**config.mk**
```make
export PLATFORM = sky130hd
export DESIGN_NAME = stationary_speed_ratio_core
export DESIGN_NICKNAME = d
export VERILOG_FILES = /design/src/hdl/ssr_pkg.sv /design/src/hdl/stationary_speed_ratio_core.sv /design/src/hdl/ssr_engine.sv
export SDC_FILE = /design/constraint.sdc
export NUM_CORES = 2
export LEC_CHECK = 0
export BUFFER_PORTS_ARGS = -buffer_cell sky130_fd_sc_hd__buf_2
export CORE_MARGIN = 3
export CORE_UTILIZATION = 45
export CTS_CLUSTER_SIZE = 8
export DETAILED_ROUTE_END_ITERATION = 12
export GPL_TIMING_DRIVEN = 0
export SKIP_LAST_GASP = 1
export SYNTH_ARGS = -nofsm -noshare
export SYNTH_HDL_FRONTEND = slang
export SYNTH_SLANG_ARGS = --single-unit
```
**constraint.sdc**
```tcl
create_clock -name clk -period 15.7 [get_ports clk]
set_input_delay 0.785 -clock clk [delete_from_list [all_inputs] [get_ports clk]]
set_output_delay 0.785 -clock clk [all_outputs]
set_load 0.02 [all_outputs]
```
**src/hdl/ssr_pkg.sv**
```systemverilog
// Shared constants, types and state encodings of the stationary speed ratio block.
package ssr_pkg;

  localparam int FRAC_BITS   = 16;
  localparam int POS_W       = 32;
  localparam int RATE_W      = 10;
  localparam int THR_W       = 32;
  localparam int RATIO_W     = 32;
  localparam int IN_TDATA_W  = 3 * POS_W;
  localparam int OUT_TDATA_W = ((RATIO_W + 1 + 7) / 8) * 8;

  // Scaled per-axis difference: |diff| * rate * 2 stays below 2^43.
  localparam int W_W     = POS_W + RATE_W + 1;
  localparam int WL_W    = (W_W + 1) / 2;
  localparam int WH_W    = W_W - WL_W;
  localparam int MUL_A_W = POS_W;
  localparam int MUL_B_W = WL_W;
  localparam int PROD_W  = MUL_A_W + MUL_B_W;
  // Sum of three squares, its root and the shared compare-subtract width.
  localparam int ACC_W   = 2 * W_W + 2;
  localparam int ROOT_W  = ACC_W / 2;
  localparam int REM_W   = ROOT_W + 2;
  localparam int CS_W    = REM_W + 2;
  localparam int DEN_W   = THR_W + 1;
  localparam int LIM_W   = ROOT_W + DEN_W;
  localparam int SQRT_STEPS = ROOT_W;
  localparam int DIV_STEPS  = RATIO_W;
  localparam int CNT_W   = $clog2(SQRT_STEPS);

  // Configuration register indexes.
  localparam logic CFG_FRAME_RATE      = 1'b0;
  localparam logic CFG_SPEED_THRESHOLD = 1'b1;

  localparam logic [RATE_W-1:0] FRAME_RATE_RST = RATE_W'(30);
  localparam logic [THR_W-1:0]  THRESHOLD_RST  = THR_W'(6554);

  typedef logic [2:0][POS_W-1:0] pos_vec_t;

  typedef struct packed {
    logic start;
    logic scale2;
  } ssr_job_t;

  typedef struct packed {
    logic               done;
    logic               sat;
    logic [RATIO_W-1:0] ratio;
  } ssr_res_t;

  typedef enum logic [2:0] {
    T_IDLE, T_PLAN, T_RUN, T_HOLD, T_FINISH
  } top_state_t;

  typedef enum logic [2:0] {
    E_IDLE, E_ABS, E_MULW, E_SQ, E_SQRT, E_CHECK, E_DIV, E_DONE
  } eng_state_t;

  typedef enum logic [1:0] {
    PH_LL, PH_HL, PH_HH
  } sq_phase_t;

  typedef enum logic [1:0] {
    B_CUR, B_PREV, B_PPREV
  } bsel_t;

endpackage

```
**src/hdl/stationary_speed_ratio_core.sv**
```systemverilog
// Top level of the stationary speed ratio block: frame history, sequencing and ports.
//
//  Channel  | Direction | Handshake          | Payload
//  ---------+-----------+--------------------+-------------------------------------------
//  in_      | input     | in_tvalid/tready   | tdata: pos_x, pos_y, pos_z; tlast: final
//  out_     | output    | out_tvalid/tready  | tdata: speed_ratio, saturated; tlast: end
//  cfg_     | input     | cfg_we (no wait)   | cfg_addr: register index, cfg_wdata: value
//
// Each result keeps the engine busy through the scaled differences and their squares,
// the square root, one check, the divide unless the result saturates, and one handover.
// The next frame is not accepted until the current one has handed its results (none,
// one or two) to the output register, and a full output register holds a finished word back.
// Reset is synchronous and active low, restores 30 frames per second and a threshold
// of 6554, and starts a new run.
module stationary_speed_ratio_core (
  input  logic                             clk,
  input  logic                             rst_n,
  // Fields from bit 0 up: pos_x, pos_y, pos_z.
  input  logic [ssr_pkg::IN_TDATA_W-1:0]   in_tdata,
  input  logic                             in_tlast,
  input  logic                             in_tvalid,
  output logic                             in_tready,
  // Fields from bit 0 up: speed_ratio, saturated, zero padding.
  output logic [ssr_pkg::OUT_TDATA_W-1:0]  out_tdata,
  output logic                             out_tlast,
  output logic                             out_tvalid,
  input  logic                             out_tready,
  input  logic                             cfg_we,
  input  logic                             cfg_addr,
  input  logic [ssr_pkg::THR_W-1:0]        cfg_wdata
);
  import ssr_pkg::*;

  top_state_t          state_r, state_nxt;

  // Configuration registers.
  logic [RATE_W-1:0]   frame_rate_r;
  logic [THR_W-1:0]    threshold_r;

  // Frame history: the current frame and the two before it.
  pos_vec_t            cur_r;
  pos_vec_t            prev_r;
  pos_vec_t            pprev_r;
  logic                last_r;
  logic [1:0]          frames_r;

  // Current job: which frame is subtracted, the scale, and what follows.
  bsel_t               bsel_r;
  logic                scale2_r;
  logic                run_end_r;
  logic                second_r;
  pos_vec_t            b_pos;

  // Output register.
  logic                out_valid_r;
  logic [RATIO_W-1:0]  out_ratio_r;
  logic                out_sat_r;
  logic                out_last_r;

  ssr_job_t            job;
  ssr_res_t            res;

  logic                in_accept;
  logic                no_result;
  logic                out_free;
  logic                job_start;
  logic                out_load;
  logic                plan_first;
  logic                plan_second;
  logic                ready_c;

  assign in_accept = in_tvalid && in_tready;
  // The first frame of a longer run waits for its neighbor before it reports.
  assign no_result = (frames_r == 2'd0) && !last_r;
  assign out_free  = !out_valid_r || out_tready;

  always_comb begin
    case (bsel_r)
      B_CUR:   b_pos = cur_r;
      B_PREV:  b_pos = prev_r;
      B_PPREV: b_pos = pprev_r;
      default: b_pos = cur_r;
    endcase
  end

  assign job.start  = job_start;
  assign job.scale2 = scale2_r;

  ssr_engine u_engine (
    .clk             (clk),
    .rst_n           (rst_n),
    .job             (job),
    .a_pos           (cur_r),
    .b_pos           (b_pos),
    .frame_rate      (frame_rate_r),
    .speed_threshold (threshold_r),
    .res             (res)
  );

  // Next state.
  always_comb begin
    state_nxt = state_r;
    case (state_r)
      T_IDLE:   if (in_accept) state_nxt = T_PLAN;
      T_PLAN:   state_nxt = no_result ? T_FINISH : T_RUN;
      T_RUN:    if (res.done) state_nxt = T_HOLD;
      T_HOLD: begin
        if (out_free) state_nxt = second_r ? T_RUN : T_FINISH;
      end
      T_FINISH: state_nxt = T_IDLE;
      default:  state_nxt = T_IDLE;
    endcase
  end

  // Control outputs of the sequencer.
  always_comb begin
    ready_c     = 1'b0;
    job_start   = 1'b0;
    out_load    = 1'b0;
    plan_first  = 1'b0;
    plan_second = 1'b0;
    case (state_r)
      T_IDLE: ready_c = 1'b1;
      T_PLAN: begin
        if (!no_result) begin
          job_start  = 1'b1;
          plan_first = 1'b1;
        end
      end
      T_HOLD: begin
        if (out_free) begin
          out_load = 1'b1;
          if (second_r) begin
            job_start   = 1'b1;
            plan_second = 1'b1;
          end
        end
      end
      default: ;
    endcase
  end

  assign in_tready  = ready_c;
  assign out_tvalid = out_valid_r;
  assign out_tlast  = out_last_r;
  assign out_tdata  = OUT_TDATA_W'({out_sat_r, out_ratio_r});

  always_ff @(posedge clk) begin
    if (!rst_n) begin
      state_r      <= T_IDLE;
      frame_rate_r <= FRAME_RATE_RST;
      threshold_r  <= THRESHOLD_RST;
      frames_r     <= 2'd0;
      out_valid_r  <= 1'b0;
    end else begin
      state_r <= state_nxt;
      if (cfg_we) begin
        case (cfg_addr)
          CFG_FRAME_RATE:      frame_rate_r <= cfg_wdata[RATE_W-1:0];
          CFG_SPEED_THRESHOLD: threshold_r  <= cfg_wdata;
          default: ;
        endcase
      end
      if (state_r == T_FINISH) begin
        if (last_r) begin
          frames_r <= 2'd0;
        end else if (frames_r != 2'd2) begin
          frames_r <= frames_r + 2'd1;
        end
      end
      if (out_load) begin
        out_valid_r <= 1'b1;
      end else if (out_tready) begin
        out_valid_r <= 1'b0;
      end
    end
  end

  always_ff @(posedge clk) begin
    if (in_accept) begin
      cur_r[0] <= in_tdata[POS_W-1:0];
      cur_r[1] <= in_tdata[2*POS_W-1:POS_W];
      cur_r[2] <= in_tdata[3*POS_W-1:2*POS_W];
      last_r   <= in_tlast;
    end
    if (state_r == T_FINISH && !last_r) begin
      pprev_r <= prev_r;
      prev_r  <= cur_r;
    end
    // A lone frame subtracts itself, which gives a speed of zero.
    if (plan_first) begin
      case (frames_r)
        2'd0: begin
          bsel_r    <= B_CUR;
          scale2_r  <= 1'b1;
          run_end_r <= 1'b1;
          second_r  <= 1'b0;
        end
        2'd1: begin
          bsel_r    <= B_PREV;
          scale2_r  <= 1'b1;
          run_end_r <= 1'b0;
          second_r  <= last_r;
        end
        default: begin
          bsel_r    <= B_PPREV;
          scale2_r  <= 1'b0;
          run_end_r <= 1'b0;
          second_r  <= last_r;
        end
      endcase
    end else if (plan_second) begin
      bsel_r    <= B_PREV;
      scale2_r  <= 1'b1;
      run_end_r <= 1'b1;
      second_r  <= 1'b0;
    end
    if (out_load) begin
      out_ratio_r <= res.ratio;
      out_sat_r   <= res.sat;
      out_last_r  <= run_end_r;
    end
  end

endmodule

```
**src/hdl/ssr_engine.sv**
```systemverilog
// Iterative engine: scaled differences, sum of squares, square root and divide.
module ssr_engine (
  input  logic                        clk,
  input  logic                        rst_n,
  input  ssr_pkg::ssr_job_t           job,
  input  ssr_pkg::pos_vec_t           a_pos,
  input  ssr_pkg::pos_vec_t           b_pos,
  input  logic [ssr_pkg::RATE_W-1:0]  frame_rate,
  input  logic [ssr_pkg::THR_W-1:0]   speed_threshold,
  output ssr_pkg::ssr_res_t           res
);
  import ssr_pkg::*;

  eng_state_t           state_r, state_nxt;
  logic [1:0]           axis_r, axis_nxt;
  sq_phase_t            phase_r, phase_nxt;
  logic [CNT_W-1:0]     cnt_r, cnt_nxt;
  logic [POS_W-1:0]     diff_r, diff_nxt;
  logic [W_W-1:0]       w_r, w_nxt;
  logic [ACC_W-1:0]     acc_r, acc_nxt;
  logic [ROOT_W-1:0]    root_r, root_nxt;
  logic [REM_W-1:0]     rem_r, rem_nxt;
  logic [RATIO_W-1:0]   quo_r, quo_nxt;
  logic                 sat_r, sat_nxt;

  logic [MUL_A_W-1:0]   mul_a;
  logic [MUL_B_W-1:0]   mul_b;
  logic [PROD_W-1:0]    prod;
  logic [ACC_W-1:0]     sq_term;
  logic [CS_W-1:0]      cs_lhs, cs_rhs;
  logic [CS_W:0]        cs_diff;
  logic                 cs_ge;
  logic [POS_W:0]       sdiff;
  logic [POS_W:0]       sdiff_abs;
  logic [DEN_W-1:0]     den;
  logic [LIM_W-1:0]     limit;
  logic                 over;
  logic                 last_axis;
  logic                 cnt_zero;

  assign den       = {speed_threshold, 1'b0};
  assign limit     = LIM_W'(den) << (RATIO_W - FRAC_BITS);
  assign over      = (LIM_W'(root_r) >= limit) || (speed_threshold == '0);
  assign last_axis = (axis_r == 2'd2);
  assign cnt_zero  = (cnt_r == '0);

  // Signed difference of one axis and its magnitude.
  assign sdiff     = {a_pos[axis_r][POS_W-1], a_pos[axis_r]}
                   - {b_pos[axis_r][POS_W-1], b_pos[axis_r]};
  assign sdiff_abs = sdiff[POS_W] ? -sdiff : sdiff;

  // The one multiplier and the one compare-subtract unit.
  assign prod    = mul_a * mul_b;
  assign cs_diff = {1'b0, cs_lhs} - {1'b0, cs_rhs};
  assign cs_ge   = ~cs_diff[CS_W];

  always_comb begin
    mul_a   = diff_r;
    mul_b   = MUL_B_W'(frame_rate);
    sq_term = '0;
    case (phase_r)
      PH_LL: begin
        mul_a = MUL_A_W'(w_r[WL_W-1:0]);
        mul_b = w_r[WL_W-1:0];
      end
      PH_HL: begin
        mul_a = MUL_A_W'(w_r[W_W-1:WL_W]);
        mul_b = w_r[WL_W-1:0];
      end
      PH_HH: begin
        mul_a = MUL_A_W'(w_r[W_W-1:WL_W]);
        mul_b = MUL_B_W'(w_r[W_W-1:WL_W]);
      end
      default: ;
    endcase
    if (state_r == E_MULW) begin
      mul_a = diff_r;
      mul_b = MUL_B_W'(frame_rate);
    end
    case (phase_r)
      PH_LL:   sq_term = ACC_W'(prod);
      PH_HL:   sq_term = ACC_W'(prod) << (WL_W + 1);
      PH_HH:   sq_term = ACC_W'(prod) << (2 * WL_W);
      default: sq_term = '0;
    endcase
  end

  always_comb begin
    if (state_r == E_DIV) begin
      cs_lhs = {1'b0, rem_r, quo_r[RATIO_W-1]};
      cs_rhs = CS_W'(den);
    end else begin
      cs_lhs = {rem_r, acc_r[ACC_W-1 -: 2]};
      cs_rhs = {2'b00, root_r, 2'b01};
    end
  end

  // Next state.
  always_comb begin
    state_nxt = state_r;
    case (state_r)
      E_IDLE:  if (job.start) state_nxt = E_ABS;
      E_ABS:   state_nxt = E_MULW;
      E_MULW:  state_nxt = E_SQ;
      E_SQ: begin
        if (phase_r == PH_HH) state_nxt = last_axis ? E_SQRT : E_ABS;
      end
      E_SQRT:  if (cnt_zero) state_nxt = E_CHECK;
      E_CHECK: state_nxt = over ? E_DONE : E_DIV;
      E_DIV:   if (cnt_zero) state_nxt = E_DONE;
      E_DONE:  state_nxt = E_IDLE;
      default: state_nxt = E_IDLE;
    endcase
  end

  // Datapath updates per state. The result registers keep their value while
  // idle, so a finished word stays valid until the next job overwrites it.
  always_comb begin
    axis_nxt  = axis_r;
    phase_nxt = phase_r;
    cnt_nxt   = cnt_r;
    diff_nxt  = diff_r;
    w_nxt     = w_r;
    acc_nxt   = acc_r;
    root_nxt  = root_r;
    rem_nxt   = rem_r;
    quo_nxt   = quo_r;
    sat_nxt   = sat_r;
    case (state_r)
      E_IDLE: begin
        axis_nxt = '0;
        acc_nxt  = '0;
      end
      E_ABS: diff_nxt = sdiff_abs[POS_W-1:0];
      E_MULW: begin
        w_nxt     = job.scale2 ? {prod[W_W-2:0], 1'b0} : {1'b0, prod[W_W-2:0]};
        phase_nxt = PH_LL;
      end
      E_SQ: begin
        acc_nxt = acc_r + sq_term;
        case (phase_r)
          PH_LL:   phase_nxt = PH_HL;
          PH_HL:   phase_nxt = PH_HH;
          default: begin
            phase_nxt = PH_LL;
            axis_nxt  = axis_r + 2'd1;
            root_nxt  = '0;
            rem_nxt   = '0;
            cnt_nxt   = CNT_W'(SQRT_STEPS - 1);
          end
        endcase
      end
      E_SQRT: begin
        acc_nxt = {acc_r[ACC_W-3:0], 2'b00};
        cnt_nxt = cnt_r - CNT_W'(1);
        if (cs_ge) begin
          rem_nxt  = cs_diff[REM_W-1:0];
          root_nxt = {root_r[ROOT_W-2:0], 1'b1};
        end else begin
          rem_nxt  = cs_lhs[REM_W-1:0];
          root_nxt = {root_r[ROOT_W-2:0], 1'b0};
        end
      end
      E_CHECK: begin
        sat_nxt = over;
        rem_nxt = REM_W'(root_r >> (RATIO_W - FRAC_BITS));
        quo_nxt = {root_r[RATIO_W-FRAC_BITS-1:0], {FRAC_BITS{1'b0}}};
        cnt_nxt = CNT_W'(DIV_STEPS - 1);
      end
      E_DIV: begin
        cnt_nxt = cnt_r - CNT_W'(1);
        if (cs_ge) begin
          rem_nxt = cs_diff[REM_W-1:0];
          quo_nxt = {quo_r[RATIO_W-2:0], 1'b1};
        end else begin
          rem_nxt = cs_lhs[REM_W-1:0];
          quo_nxt = {quo_r[RATIO_W-2:0], 1'b0};
        end
      end
      default: ;
    endcase
  end

  // Result outputs.
  always_comb begin
    res.done  = (state_r == E_DONE);
    res.sat   = sat_r;
    res.ratio = sat_r ? '1 : quo_r;
  end

  always_ff @(posedge clk) begin
    if (!rst_n) begin
      state_r <= E_IDLE;
    end else begin
      state_r <= state_nxt;
    end
  end

  always_ff @(posedge clk) begin
    axis_r  <= axis_nxt;
    phase_r <= phase_nxt;
    cnt_r   <= cnt_nxt;
    diff_r  <= diff_nxt;
    w_r     <= w_nxt;
    acc_r   <= acc_nxt;
    root_r  <= root_nxt;
    rem_r   <= rem_nxt;
    quo_r   <= quo_nxt;
    sat_r   <= sat_nxt;
  end

endmodule
```
==> results.sh <==
export IMPL_run_status="completed"
export IMPL_cpPeakStageDelay_ns=0.82
export IMPL_cts_num_sinks=675
export IMPL_max_slew_margin_rel_pct=2.67
export IMPL_finalClockSkew_ns=0.0693
export IMPL_cpMostUsedCell="fa_1"
export IMPL_finalCriticalPeriod_ns=15.20
export IMPL_grt_overflow=0
export IMPL_core_area_sq_um=136000
export IMPL_setup_worst_path_class="reg2reg"
export IMPL_maxCapViolations=0
export IMPL_layout_drive_gt1_share_pct=6.03
export IMPL_grt_pass1_wl_mm=313
export IMPL_cts_clk_slew_worst_paths_ns=0.06
export IMPL_h_tree_depth=3
export IMPL_syn_inst=6416
export IMPL_rsz0062_at_grt="false"
export IMPL_drtAntennaViolNets=0
export IMPL_routed_wirelength_mm=208
export IMPL_syn_area_sq_um=61600
export IMPL_worst_ep_required_time_ns=16.14
export IMPL_cts_buffers=94
export IMPL_viasPerCell=5.82
export IMPL_root_buffer="clkbuf_16"
export IMPL_cts_tree="built"
export IMPL_slowest_stage="a31oi_1"
export IMPL_drc=0
export IMPL_vias=50300
export IMPL_utilization_pct=50.3
export IMPL_synth_area_top_cells="edfxtp_1, fa_1, ha_1"
export IMPL_yosys_cell_types_count=94
export IMPL_first_pass_iters=6
export IMPL_crit_path_end_kind="register"
export IMPL_area_growth_pct=10.8
export IMPL_timing_fmax_ghz=0.0658
export IMPL_synth_edff_count=624
export IMPL_crit_fanout=10
export IMPL_synth_common_cells="nand2_1, inv_1, edfxtp_1, fa_1, nor2_1"
export IMPL_die_x_microns=376
export IMPL_antenna_found_initial=12
export IMPL_fillers=12700
export IMPL_drv_slew=0
export IMPL_gp_congestion=0.984
export IMPL_ctsHoldBuffers=0
export IMPL_cts_path_max_buffers=3
export IMPL_regArea_sq_um=19800
export IMPL_fp_row_count=135
export IMPL_multi_input_area_sq_um=38500
export IMPL_portBuffers=170
export IMPL_synth_async_sr_flop_share_pct=0
export IMPL_setup_viol=0
export IMPL_start_util_pct=45.4
export IMPL_cts_resized=0
export IMPL_dpl_hpwl_mm=169
export IMPL_synth_seq_cells=675
export IMPL_yosysTopAreaCell="edfxtp_1"
export IMPL_drt_wirelength_per_cell_microns=24.1
export IMPL_final_nets=7925
export IMPL_hold_class="in2reg"
export IMPL_netlist_area_leader_share_pct=30.4
export IMPL_synth_area_per_cell_sq_um=9.60
export IMPL_synth_most_common_cell="nand2_1"
export IMPL_grt_pass1_vias=50000
export IMPL_cp_arrival_ns=15.63
export IMPL_yosysSeqAreaShare_pct=32.1
export IMPL_tightest_slew_ns=1.46
export IMPL_clkLatencyLatePin_ns=0.71
export IMPL_dieArea_sq_um=141000
export IMPL_track_usage_pct=29.4
export IMPL_grt_max_degree=76
export IMPL_period_share_pct=96.8
export IMPL_drt_iter0_drc=5223
export IMPL_hold_viol=0
export IMPL_pin_count=178
export IMPL_cts_setup_buffers=0
export IMPL_ys_flop_type="edfxtp_1"
export IMPL_die_y_microns=376
export IMPL_ys_warn_count=0
export IMPL_critPathLaunchType="register"
[metal layers]
layer	share of wire, %	vias up	global-route usage (%)
li1	-	22700	-
met3	9.4	455	6.35
met5	0.012	-	0
met1	41	24900	39.3
met4	4.8	4	11.9
met2	45	2346	46.7
[critical path: cells and delay by family (launching register included)]
family / cells / cell delay, ns
adders and majority gates: 9 / 4.22
AOI/OAI and AO/OA: 15 / 4.60
muxes: 1 / 0.24
and+or+nand+nor: 10 / 3.08
buffers and inverters: 8 / 2.45
DFF: 1 / 0.34
[sequential cells by signal, summed over array words and instances (netlist names), 43 cells and up]
register         count
u_engine.rem_r      46
u_engine.acc_r      88
prev_r              96
u_engine.root_r     44
pprev_r             96
u_engine.w_r        43
cur_r               96
[area by class of cell]
| cell class | instances | area share [%] |
|---|---|---|
| timing repair buffer | 189 | 1.78 |
| tap | 1781 | 3.27 |
| multi-input combinational | 4840 | 56.4 |
| buffer | 362 | 2.05 |
| inverter | 654 | 3.60 |
| clock buffer | 138 | 3.71 |
| sequential | 675 | 29.0 |
| antenna | 6 | 0.0220 |
| clock inverter | 7 | 0.237 |
[layout by cell type (no fill, tap or decap), drive strengths merged, types with 24 or more instances in the layout]
| cell type | count |
|---|---|
| conb | 117 |
| nand2b | 40 |
| o211ai | 28 |
| nand4 | 64 |
| buf | 221 |
| nand3 | 63 |
| dfxtp | 51 |
| and3 | 77 |
| a221oi | 45 |
| o21ai | 316 |
| or2 | 47 |
| o21a | 47 |
| a22o | 77 |
| or3 | 24 |
| xnor2 | 122 |
| xor2 | 106 |
| a21o | 156 |
| inv | 653 |
| a21oi | 363 |
| nand2 | 985 |
| nor3 | 83 |
| edfxtp | 624 |
| clkbuf | 468 |
| a22oi | 60 |
| ha | 374 |
| nor2b | 29 |
| mux2i | 88 |
| and2 | 86 |
| nor2 | 469 |
| fa | 600 |
| a31oi | 32 |
| a21boi | 32 |
| o22ai | 39 |
| o21bai | 51 |
[cells by family (layout without fill, tap and decap cells)]
family	Yosys count	count (layout)	share of synthesized area, %
flip-flops	675	675	32.1
other	2	123	0.0122
AO/OA/AOI/OAI	1386	1386	14.7
multiplexers	108	108	2.05
adder cells (fa/ha/maj)	974	974	27.1
XOR/XNOR	228	228	3.24
buffers and inverters	1016	1350	6.25
AND/OR/NAND/NOR	2027	2027	14.5
[path summary, 6_finish.rpt]
path / start / cells after the start / end / slack, ns
worst max-delay path: u_engine.state_r[1] / 43 / u_engine.acc_r[86] / 0.50
worst min-delay path: in_tdata[36] / 1 / cur_r[36] / 0.25
worst max register to register: u_engine.state_r[1] / 43 / u_engine.acc_r[86] / 0.50
worst min register to register: run_end_r / 0 / out_tlast / 0.43
[stage by stage]
stage	worst slack, ns	instances	hold slack (ns)	setup TNS [ns]	cell area, sq um
5_1_grt	0.000320	8647	0.219	0	68200
4_1_cts	0.542	8646	0.213	0	68200
6_report	0.505	8652	0.254	0	68200
3_3_place_gp	-0.0845	8482	0.405	-0.0845	65100
2_1_floorplan	4.25	6531	0.400	0	62000
3_5_place_dp	0.572	8501	0.421	0	65500
Power is not shown: default switching activity piles up to over one toggle a cycle in this logic, so the estimate is an artifact.
